[config.mk]
export PLATFORM = sky130hd
export DESIGN_NAME = release_priority_ready_queue_core
export DESIGN_NICKNAME = d
export VERILOG_FILES = /design/src/hdl/rprq_pkg.sv /design/src/hdl/rprq_table.sv /design/src/hdl/release_priority_ready_queue_core.sv
export SDC_FILE = /design/constraint.sdc
export NUM_CORES = 2
export LEC_CHECK = 0
export ABC_AREA = 0
export BUFFER_PORTS_ARGS = -buffer_cell sky130_fd_sc_hd__buf_2
export CAP_MARGIN = 0
export CORE_MARGIN = 5
export CORE_UTILIZATION = 65
export CTS_BUF_LIST = sky130_fd_sc_hd__clkbuf_4 sky130_fd_sc_hd__clkbuf_8 sky130_fd_sc_hd__clkbuf_16
export DETAILED_ROUTE_END_ITERATION = 7
export GPL_TIMING_DRIVEN = 1
export PLACE_DENSITY = 0.86
export SYNTH_ARGS = -nofsm -noshare
export SYNTH_HDL_FRONTEND = slang
export SYNTH_SLANG_ARGS = --single-unit
[constraint.sdc]
create_clock -name clk -period 12.6 [get_ports clk]
set_clock_uncertainty 0.05 [all_clocks]
set_input_delay 2.52 -clock clk [delete_from_list [all_inputs] [get_ports clk]]
set_output_delay 2.52 -clock clk [all_outputs]
set_load 0.01 [all_outputs]
[src/hdl/rprq_pkg.sv]
`timescale 1ns / 1ps

package rprq_pkg;

	localparam int IdW   = 16;
	localparam int PrioW = 16;
	localparam int InstW = 31;

	localparam logic [1:0] CMD_ADD   = 2'd0;
	localparam logic [1:0] CMD_TAKE  = 2'd1;
	localparam logic [1:0] CMD_PEEK  = 2'd2;
	localparam logic [1:0] CMD_CLEAR = 2'd3;

	localparam logic [1:0] ST_OK   = 2'd0;
	localparam logic [1:0] ST_DUP  = 2'd1;
	localparam logic [1:0] ST_FULL = 2'd2;
	localparam logic [1:0] ST_NONE = 2'd3;

	localparam logic [InstW-1:0] NO_INSTANT = {InstW{1'b1}};

	typedef struct packed {
		logic [IdW-1:0]   id;
		logic [PrioW-1:0] prio;
		logic [InstW-1:0] inst;
	} entry_t;

	// table port controls issued by the sequencer
	typedef struct packed {
		logic rd_en;
		logic wr_en;
		logic clr_one;
		logic clr_all;
	} tbl_ctl_t;

	typedef enum logic [1:0] {
		S_IDLE,
		S_SCAN,
		S_LAST,
		S_FINISH
	} state_t;

endpackage

[src/hdl/rprq_table.sv]
`timescale 1ns / 1ps

// Entry store: payload RAM with registered read, valid bits in flops.
module rprq_table #(
	parameter int DEPTH = 32,
	parameter int AW    = 5
) (
	input  logic                clk,
	input  logic                arst_n,
	input  rprq_pkg::tbl_ctl_t  ctl,
	input  logic [AW-1:0]       rd_addr,
	input  logic [AW-1:0]       wr_addr,
	input  logic [AW-1:0]       clr_addr,
	input  rprq_pkg::entry_t    wr_data,
	output rprq_pkg::entry_t    rd_data,
	output logic                rd_valid
);

	rprq_pkg::entry_t mem [DEPTH];
	rprq_pkg::entry_t rd_data_q;
	logic [DEPTH-1:0] vld_q;
	logic             rd_valid_q;

	always_ff @(posedge clk) begin
		if (ctl.wr_en) begin
			mem[wr_addr] <= wr_data;
		end
		if (ctl.rd_en) begin
			rd_data_q <= mem[rd_addr];
		end
	end

	always_ff @(posedge clk or negedge arst_n) begin
		if (!arst_n) begin
			vld_q      <= '0;
			rd_valid_q <= 1'b0;
		end else begin
			if (ctl.clr_all) begin
				vld_q <= '0;
			end else begin
				if (ctl.wr_en) begin
					vld_q[wr_addr] <= 1'b1;
				end
				if (ctl.clr_one) begin
					vld_q[clr_addr] <= 1'b0;
				end
			end
			if (ctl.rd_en) begin
				rd_valid_q <= vld_q[rd_addr];
			end
		end
	end

	assign rd_data  = rd_data_q;
	assign rd_valid = rd_valid_q;

endmodule

[src/hdl/release_priority_ready_queue_core.sv]
`timescale 1ns / 1ps

// Release-time priority ready queue. Holds up to MAX_ENTRIES activities
// (id, priority, release instant) in a single-port-read RAM plus one valid
// flop per slot. Every command except clear walks the whole table, one slot
// per clock through the RAM read port, and gathers duplicate/free-slot info,
// the best ready entry and the post-command readiness summary in that single
// pass; clear skips the walk. The result sits in an output register, so a
// new command can be accepted in the cycle after the previous one has
// committed, even if its result beat has not yet been taken. A command only
// commits once the previous result beat has been taken. Commands are
// handled one at a time.
module release_priority_ready_queue_core #(
	parameter int MAX_ENTRIES = 32
) (
	input  logic        clk,
	input  logic        arst_n,
	// command channel
	input  logic        in_valid,
	output logic        in_ready,
	input  logic [1:0]  cmd,
	input  logic [15:0] activity_id,
	input  logic [15:0] activity_priority,
	input  logic [30:0] release_instant,
	input  logic [30:0] current_instant,
	// result channel
	output logic        out_valid,
	input  logic        out_ready,
	output logic [1:0]  status,
	output logic [15:0] chosen_id,
	output logic [30:0] chosen_instant,
	output logic        any_ready,
	output logic        any_not_ready,
	output logic [30:0] next_instant,
	output logic [5:0]  entry_count
);

	localparam int AW = (MAX_ENTRIES > 1) ? $clog2(MAX_ENTRIES) : 1;
	localparam int CW = $clog2(MAX_ENTRIES + 1);
	localparam int InstW = rprq_pkg::InstW;

	rprq_pkg::state_t state_q, state_d;

	// latched command
	logic [1:0]                   cmd_q;
	logic [rprq_pkg::IdW-1:0]     id_q;
	logic [rprq_pkg::PrioW-1:0]   prio_q;
	logic [InstW-1:0]             rel_q;
	logic [InstW-1:0]             now_q;

	logic [AW-1:0] idx_q;
	logic          issue_s1;
	logic [AW-1:0] addr_s1;
	logic [CW-1:0] held_q;

	// scan accumulators
	logic                         dup_q;
	logic                         free_found_q;
	logic [AW-1:0]                free_idx_q;
	logic                         best_found_q;
	logic [AW-1:0]                best_idx_q;
	logic [rprq_pkg::IdW-1:0]     best_id_q;
	logic [rprq_pkg::PrioW-1:0]   best_prio_q;
	logic [InstW-1:0]             best_inst_q;
	logic [1:0]                   rdy_cnt_q;   // saturates at 2
	logic                         wait_q;
	logic [InstW-1:0]             min1_q;
	logic [InstW-1:0]             min2_q;

	// table
	rprq_pkg::tbl_ctl_t tbl_ctl;
	rprq_pkg::entry_t   wr_entry;
	rprq_pkg::entry_t   rd_entry;
	logic               rd_vld;

	logic accept;
	logic commit;
	logic last_issue;

	assign accept     = in_valid && in_ready;
	assign last_issue = (idx_q == AW'(MAX_ENTRIES - 1));

	rprq_table #(
		.DEPTH (MAX_ENTRIES),
		.AW    (AW)
	) u_table (
		.clk      (clk),
		.arst_n   (arst_n),
		.ctl      (tbl_ctl),
		.rd_addr  (idx_q),
		.wr_addr  (free_idx_q),
		.clr_addr (best_idx_q),
		.wr_data  (wr_entry),
		.rd_data  (rd_entry),
		.rd_valid (rd_vld)
	);

	assign wr_entry.id   = id_q;
	assign wr_entry.prio = prio_q;
	assign wr_entry.inst = rel_q;

	// ---------------- sequencer ----------------
	always_comb begin
		state_d = state_q;
		case (state_q)
			rprq_pkg::S_IDLE: begin
				if (accept) begin
					state_d = (cmd == rprq_pkg::CMD_CLEAR) ? rprq_pkg::S_FINISH
					                                       : rprq_pkg::S_SCAN;
				end
			end
			rprq_pkg::S_SCAN: begin
				if (last_issue) begin
					state_d = rprq_pkg::S_LAST;
				end
			end
			rprq_pkg::S_LAST: begin
				state_d = rprq_pkg::S_FINISH;
			end
			rprq_pkg::S_FINISH: begin
				if (!out_valid || out_ready) begin
					state_d = rprq_pkg::S_IDLE;
				end
			end
			default: begin
				state_d = rprq_pkg::S_IDLE;
			end
		endcase
	end

	// result for the latched command, from the finished accumulators
	logic [1:0]       res_status;
	logic [15:0]      res_id;
	logic [InstW-1:0] res_inst;
	logic             res_ready;
	logic             res_wait;
	logic [InstW-1:0] res_next;
	logic [CW-1:0]    res_held;
	logic             do_write;
	logic             do_remove;

	always_comb begin
		res_status = rprq_pkg::ST_OK;
		res_id     = '0;
		res_inst   = '0;
		res_ready  = (rdy_cnt_q != 2'd0);
		res_wait   = wait_q;
		res_next   = min1_q;
		res_held   = held_q;
		do_write   = 1'b0;
		do_remove  = 1'b0;
		case (cmd_q)
			rprq_pkg::CMD_ADD: begin
				if (dup_q) begin
					res_status = rprq_pkg::ST_DUP;
				end else if (!free_found_q) begin
					res_status = rprq_pkg::ST_FULL;
				end else begin
					do_write = 1'b1;
					res_held = held_q + CW'(1);
					if (rel_q <= now_q) begin
						res_ready = 1'b1;
					end else begin
						res_wait = 1'b1;
					end
					if (rel_q < min1_q) begin
						res_next = rel_q;
					end
				end
			end
			rprq_pkg::CMD_TAKE, rprq_pkg::CMD_PEEK: begin
				if (!best_found_q) begin
					res_status = rprq_pkg::ST_NONE;
				end else begin
					res_id   = best_id_q;
					res_inst = best_inst_q;
					if (cmd_q == rprq_pkg::CMD_TAKE) begin
						do_remove = 1'b1;
						// removing the best ready entry: one fewer ready,
						// and the smallest instant may move to the runner-up
						res_ready = (rdy_cnt_q == 2'd2);
						if (best_inst_q == min1_q) begin
							res_next = min2_q;
						end
						if (held_q != '0) begin
							res_held = held_q - CW'(1);
						end
					end
				end
			end
			rprq_pkg::CMD_CLEAR: begin
				res_ready = 1'b0;
				res_wait  = 1'b0;
				res_next  = rprq_pkg::NO_INSTANT;
				res_held  = '0;
			end
			default: begin
				res_status = rprq_pkg::ST_OK;
			end
		endcase
	end

	// sequencer outputs
	always_comb begin
		in_ready        = (state_q == rprq_pkg::S_IDLE);
		commit          = (state_q == rprq_pkg::S_FINISH) && (!out_valid || out_ready);
		tbl_ctl.rd_en   = (state_q == rprq_pkg::S_SCAN);
		tbl_ctl.wr_en   = commit && do_write;
		tbl_ctl.clr_one = commit && do_remove;
		tbl_ctl.clr_all = commit && (cmd_q == rprq_pkg::CMD_CLEAR);
	end

	// ---------------- control registers ----------------
	always_ff @(posedge clk or negedge arst_n) begin
		if (!arst_n) begin
			state_q   <= rprq_pkg::S_IDLE;
			issue_s1  <= 1'b0;
			held_q    <= '0;
			out_valid <= 1'b0;
		end else begin
			state_q  <= state_d;
			issue_s1 <= tbl_ctl.rd_en;
			if (commit) begin
				held_q    <= res_held;
				out_valid <= 1'b1;
			end else if (out_ready) begin
				out_valid <= 1'b0;
			end
		end
	end

	// ---------------- scan datapath ----------------
	logic e_ready;
	logic e_better;

	assign e_ready = (rd_entry.inst <= now_q);

	always_comb begin
		if (rd_entry.prio != best_prio_q) begin
			e_better = (rd_entry.prio < best_prio_q);
		end else if (rd_entry.inst != best_inst_q) begin
			e_better = (rd_entry.inst < best_inst_q);
		end else begin
			e_better = (rd_entry.id < best_id_q);
		end
	end

	always_ff @(posedge clk) begin
		addr_s1 <= idx_q;
		if (accept) begin
			cmd_q        <= cmd;
			id_q         <= activity_id;
			prio_q       <= activity_priority;
			rel_q        <= release_instant;
			now_q        <= current_instant;
			idx_q        <= '0;
			dup_q        <= 1'b0;
			free_found_q <= 1'b0;
			free_idx_q   <= '0;
			best_found_q <= 1'b0;
			best_idx_q   <= '0;
			best_id_q    <= '0;
			best_prio_q  <= '0;
			best_inst_q  <= '0;
			rdy_cnt_q    <= 2'd0;
			wait_q       <= 1'b0;
			min1_q       <= rprq_pkg::NO_INSTANT;
			min2_q       <= rprq_pkg::NO_INSTANT;
		end else begin
			if (tbl_ctl.rd_en) begin
				idx_q <= idx_q + AW'(1);
			end
			if (issue_s1) begin
				if (rd_vld) begin
					if (rd_entry.id == id_q) begin
						dup_q <= 1'b1;
					end
					if (e_ready) begin
						if (rdy_cnt_q != 2'd2) begin
							rdy_cnt_q <= rdy_cnt_q + 2'd1;
						end
						if (!best_found_q || e_better) begin
							best_found_q <= 1'b1;
							best_idx_q   <= addr_s1;
							best_id_q    <= rd_entry.id;
							best_prio_q  <= rd_entry.prio;
							best_inst_q  <= rd_entry.inst;
						end
					end else begin
						wait_q <= 1'b1;
					end
					// two smallest instants, duplicates counted
					if (rd_entry.inst < min1_q) begin
						min1_q <= rd_entry.inst;
						min2_q <= min1_q;
					end else if (rd_entry.inst < min2_q) begin
						min2_q <= rd_entry.inst;
					end
				end else if (!free_found_q) begin
					free_found_q <= 1'b1;
					free_idx_q   <= addr_s1;
				end
			end
		end
	end

	// ---------------- result register ----------------
	always_ff @(posedge clk) begin
		if (commit) begin
			status         <= res_status;
			chosen_id      <= res_id;
			chosen_instant <= res_inst;
			any_ready      <= res_ready;
			any_not_ready  <= res_wait;
			next_instant   <= res_next;
			entry_count    <= 6'(res_held);
		end
	end

endmodule

# After elaboration in Yosys (flattened, before gate mapping)
# Memories as Yosys holds them, arrays and structs flattened. A register that Yosys moved wholly into a read port is not among the register bits.
# Index checks and enable logic that the tools add are counted.
# totals
inputBits	100
n_memories	1
register_bits	378
out_inout_bits	90
mem_bits_rw	2016
# mem_list
name	depth	width	rd	rd_ports_with_merged_regs	write_ports	line	rtl
u_table.mem	32	63	1	1	1	rprq_table.sv:19	rprq_pkg::entry_t mem [DEPTH];
# classes
n_eq_ne	17
bitwise_logic	6
reduce_logical	28
n_addsub	4
n_mux	56
order_cmp	13
# op_table
op	n
$mux W31	8
$mux W32	4
$lt A31 B31 Y1	4
$pmux W31 S3	1
$le A31 B31 Y1	2
$and A32 B32 Y32	1
$lt A16 B16 Y1	2
$not A32 Y32	1
$or A32 B32 Y32	1
$eq A31 B31 Y1	1
$ne A31 B31 Y1	1
$mux W6	5
$mux W1	23
$lt A5 B6 Y1 const B	3
$pmux W6 S3	1
$reduce_and A3 Y1	6
$eq A16 B16 Y1	1
$ne A16 B16 Y1	1
$mux W2	7
$eq A2 B2 Y1 const B	6
$demux W1 S5	2
$ge A5 B1 Y1 const B	2
$pmux W2 S4	1
$reduce_and A4 Y1	2
21 further kinds	38

# Longest topological paths before layout
# depth
depth_word	10
ltp_mapped	12
ltp_nobuf	9

# Cells and area by module
# From an unflattened synthesis, not the netlist that was laid out.
# unflattened
hier_cells	5151
hier_area_um2	99080.0
# modules_own_cells
mod	area_per_inst_um2	instances	cells_per_inst
rprq_table	80003.0	1	3212
release_priority_ready_queue_core	19077.0	1	1939

# Least setup slack after synthesis
# No wires, ideal clock.
# synth_timing
path_type	in2reg
startpoint	input port out_ready
endpoint	register u_table.vld_q[31]
stages	6
n_path_buf	0
required_ps	12473
arrival_ps	6537
path_slack_ps	5936
cell_sequence	nand2b_1 > nand2_1 > nor3_1 > nand3_1 > nor2_1 > o221a_2
# synth_via
elab_chain_len	8
word_cells_on_any_way	10
classes_between	mux (4); bitwise (1); reduce/logical (5)
# synth_rtl
element	line	rtl
start: declaration	release_priority_ready_queue_core.sv:28	input logic out_ready,
$logic_or A1 B1 Y1 *	release_priority_ready_queue_core.sv:206	commit = (state_q == rprq_pkg::S_FINISH) && (!out_valid || out_ready);
$logic_and A1 B1 Y1 *	release_priority_ready_queue_core.sv:206	
$logic_and A1 B1 Y1	release_priority_ready_queue_core.sv:208	tbl_ctl.wr_en = commit && do_write;
$mux W32	rprq_table.sv:41	if (ctl.wr_en) begin
$mux W32	rprq_table.sv:38	if (ctl.clr_all) begin
$and A32 B32 Y32 (no line)	--	
$mux W32	rprq_table.sv:44	if (ctl.clr_one) begin
$mux W32 *	rprq_table.sv:38	
end signal: assignment	rprq_table.sv:39	vld_q <= '0;
end signal: indexed assignment	rprq_table.sv:42	vld_q[wr_addr] <= 1'b1;
end signal: indexed assignment	rprq_table.sv:45	vld_q[clr_addr] <= 1'b0;
end: declaration	rprq_table.sv:21	logic [DEPTH-1:0] vld_q;
# Mark *: on every way between the ends. The rest lies on a longest branch, timed or not. The select of a mux whose other input is x is not followed.
# A chain may end at the register's enable or synchronous reset.

# Final worst setup path
# layout_timing
startpoint	input port out_ready
endpoint	memory u_table.mem[26][38] (netlist name), enable pin
# layout_via
elab_chain_len	5
# layout_rtl
element	line	rtl
$logic_or A1 B1 Y1	release_priority_ready_queue_core.sv:206	
$logic_and A1 B1 Y1	release_priority_ready_queue_core.sv:206	
$logic_and A1 B1 Y1	release_priority_ready_queue_core.sv:208	
$mux W1	rprq_table.sv:25	if (ctl.wr_en) begin
$mux W1 (implied by the code)	rprq_table.sv:26	mem[wr_addr] <= wr_data;
end: declaration	rprq_table.sv:19	
# Every way passes these cells.

==> impl_metrics.env <==
export IMPL_status="finished, final reports clean"
export IMPL_yosysMostFrequentCell="edfxtp_1"
export IMPL_synth_area_um2=98600
export IMPL_setup_violations=0
export IMPL_cts_hold_buffers=0
export IMPL_nets=5532
export IMPL_dr_pass1_iters=6
export IMPL_cp_cell_sequence="buf_2, nand2b_1, nand2_1, nor3_1, nand3_1, nor2_4, buf_4"
export IMPL_reg2reg_to="best_prio_q[10]$_SDFFE_PP0P_"
export IMPL_wirelength_mm=288
export IMPL_rrSetupSlack_ns=7.17
export IMPL_drv_slew=0
export IMPL_slowest_stage="nor2_4"
export IMPL_synth_area_leaders="edfxtp_1 (69%), mux4_2 (15%), dfxtp_1 (3.1%)"
export IMPL_wl_per_cell_um=38.7
export IMPL_reg2regPathDepth=10
export IMPL_drive_gt1_share_pct=28.0
export IMPL_num_vias=54700
export IMPL_min_delay_start="best_id_q[15]$_SDFFE_PP0P_"
export IMPL_synth_top_area_share_pct=68.9
export IMPL_synth_flop_cell="edfxtp_1"
export IMPL_num_rows=143
export IMPL_io_buffers=189
export IMPL_tightest_slew_ns=1.42
export IMPL_syn_num_nets=5226
export IMPL_core_um2=151000
export IMPL_grt_pass1_wl_mm=408
export IMPL_total_power_mw=25.3
export IMPL_p_leak_nw=36.6
export IMPL_fin_crit_sh_pct=44.8
export IMPL_crit_type="in -> reg"
export IMPL_hold_class="reg -> reg"
export IMPL_path_max_fanout=39
export IMPL_synth_edff_count=2263
export IMPL_hold_viol=0
export IMPL_synth_top_cell_by_area="edfxtp_1"
export IMPL_htreeDepth=4
export IMPL_die_y_um=399
export IMPL_filler_cell_count=7955
export IMPL_die_area_um2=160000
export IMPL_cts_resized=0
export IMPL_fin_tns_setup_ns=0
export IMPL_rsz0062_at_grt="no"
export IMPL_max_cap_violations=0
export IMPL_hold_ws_ns=0.413
export IMPL_fin_crit_ns=5.65
export IMPL_grt_overflow=0
export IMPL_avgViaCountPerCell=7.35
export IMPL_drc=0
export IMPL_drtIter0Drc=9183
export IMPL_cts_sinks=2457
export IMPL_cts_buffer_depth=3
export IMPL_path_clk_slew_ns=0.06
export IMPL_dp_hpwl_mm=155
export IMPL_yosysWarnings=0
export IMPL_synth_avg_cell_area_um2=20.1
export IMPL_r2r_start="u_table.rd_data[46]$_DFFE_PP_"
export IMPL_power_density_nw_per_um2=230
export IMPL_antenna_found_initial=17
export IMPL_grt_pass1_vias=54200
export IMPL_cp_top_family="simple AND/OR/NAND/NOR gates"
export IMPL_syn_inst=4898
export IMPL_max_freq_mhz=177
export IMPL_utilization_pct=72.7
export IMPL_gp_congestion=0.991
export IMPL_die_x_um=399
export IMPL_critPathLaunchType="input pin"
export IMPL_synth_distinct_cells=64
export IMPL_clock_latency_ns=0.89
export IMPL_start_util_pct=65.1
export IMPL_slew_headroom_pct=5.07
export IMPL_post_cts_buffers=0
export IMPL_min_to="best_id_q[15]$_SDFFE_PP0P_"
export IMPL_hold_depth=2
export IMPL_grt_max_degree=118
export IMPL_critPathRequiredTime_ns=13.00
export IMPL_pin_count=190
export IMPL_synth_seq_cells=2457
export IMPL_synth_common_cells="edfxtp_1 (2263), mux4_2 (640), nand2_1 (281), ha_1 (228), inv_1 (171)"
export IMPL_seq_area_frac_synth_pct=73.1
export IMPL_critPathCaptureType="register"
export IMPL_cts_tree="done"
export IMPL_root_buffer="clkbuf_16"
export IMPL_max_stage_delay_ns=0.95
export IMPL_path_buf_inv=2
export IMPL_cts_buffers=224
export IMPL_ir_worst_vdd_mv=0.199
export IMPL_cp_data_arrival_time_ns=6.05
export IMPL_async_reset_ff_share_pct=1.75
export IMPL_grt_use_total_pct=36.7
export IMPL_syn_to_final_growth_pct=11.6
export IMPL_ant_nets=0
-- sequential cells by signal (all words and copies together), names as in the netlist, 16 cells and up --
name / cells
best_prio_q: 16
chosen_id: 16
best_inst_q: 31
rel_q: 31
id_q: 16
u_table.mem: 2016
min2_q: 31
best_id_q: 16
min1_q: 31
chosen_instant: 31
u_table.vld_q: 32
next_instant: 31
u_table.rd_data: 63
prio_q: 16
now_q: 31
-- cell type report --
type                       count  area (um2)  area share (%)
inverter                     172         653           0.594
clock buffer                 273        6000            5.46
tap                         2030        2540            2.31
sequential                  2457       72100            65.5
clock inverter               154        1610            1.46
multi-input combinational   2039       25200            22.9
antenna                        7        17.5          0.0159
timing repair buffer         310        1920            1.74
-- worst reg2reg max path, cell delays in order (launching register included) --
cell and delay, ns:
edfxtp_1 0.49, ha_1 0.42, nand3_1 0.20, nor2_1 0.39
nand3_1 0.55, or3_1 0.52, a2111oi_0 0.61, buf_4 0.26
o21a_4 0.49, buf_4 0.81, mux2i_1 0.56
-- layout by cell type (no fill, tap or decap), types with 43 or more instances in the layout --
master / count
clkinv_1: 52
o221a_2: 63
nand4_1: 45
nand2_1: 279
o21ai_0: 73
edfxtp_1: 2263
mux4_2: 640
clkbuf_16: 225
ha_1: 227
mux2_2: 67
clkbuf_4: 46
buf_2: 189
a21oi_1: 82
nor2_1: 96
dfxtp_1: 146
mux2i_1: 140
buf_4: 116
clkinv_2: 47
dfrtp_1: 43
inv_1: 170
-- cell families (layout without fill, tap and decap cells) --
group | Yosys count | in the layout | synth area share (%)
flops | 2457 | 2457 | 73.1
fa+ha+maj | 228 | 228 | 2.89
mux | 847 | 847 | 16.8
buf+inv | 402 | 909 | 1.67
simple gates | 568 | 568 | 2.54
other cells | 0 | 7 | 0
compound gates | 339 | 339 | 2.50
xor+xnor | 57 | 57 | 0.506
-- stage by stage --
step / setup slack [ns] / std cells / instance area (um2)
after floorplan: 5.94 / 4898 / 98600
after global placement: 6.45 / 7008 / 102000
after detailed placement: 6.28 / 7008 / 102000
after CTS: 7.12 / 7435 / 110000
after global routing: 6.98 / 7435 / 110000
final: 6.95 / 7442 / 110000
-- how the worst max path moves through the flow --
stage,startpoint,to,depth (start not counted)
after floorplan,out_ready,u_table.vld_q[31]$_DFF_PN0_,6
after global placement,out_ready,u_table.mem[26][61]$_DFFE_PP_,7
after detailed placement,out_ready,u_table.mem[26][52]$_DFFE_PP_,7
after CTS,out_ready,u_table.mem[26][38]$_DFFE_PP_,7
after global routing,out_ready,u_table.mem[26][38]$_DFFE_PP_,7
final,out_ready,u_table.mem[26][38]$_DFFE_PP_,7
-- per-layer routing --
layer / vias to the layer above / part of all wire [%] / global-route usage [%]
met5: - / 0.044 / 0
met2: 5249 / 49 / 59.1
met4: 14 / 7.1 / 19.6
met3: 1126 / 12 / 9.19
met1: 27700 / 32 / 46.9
li1: 20600 / - / -
-- power by group --
part           total [mW]  leakage (nW)  switching [mW]  internal [mW]
clock                7.11          3.78            3.17           3.93
sequential           10.6          22.3           0.784           9.78
combinational        7.64          10.6            4.39           3.24
No activity file was read; power rests on OpenSTA's default activity.
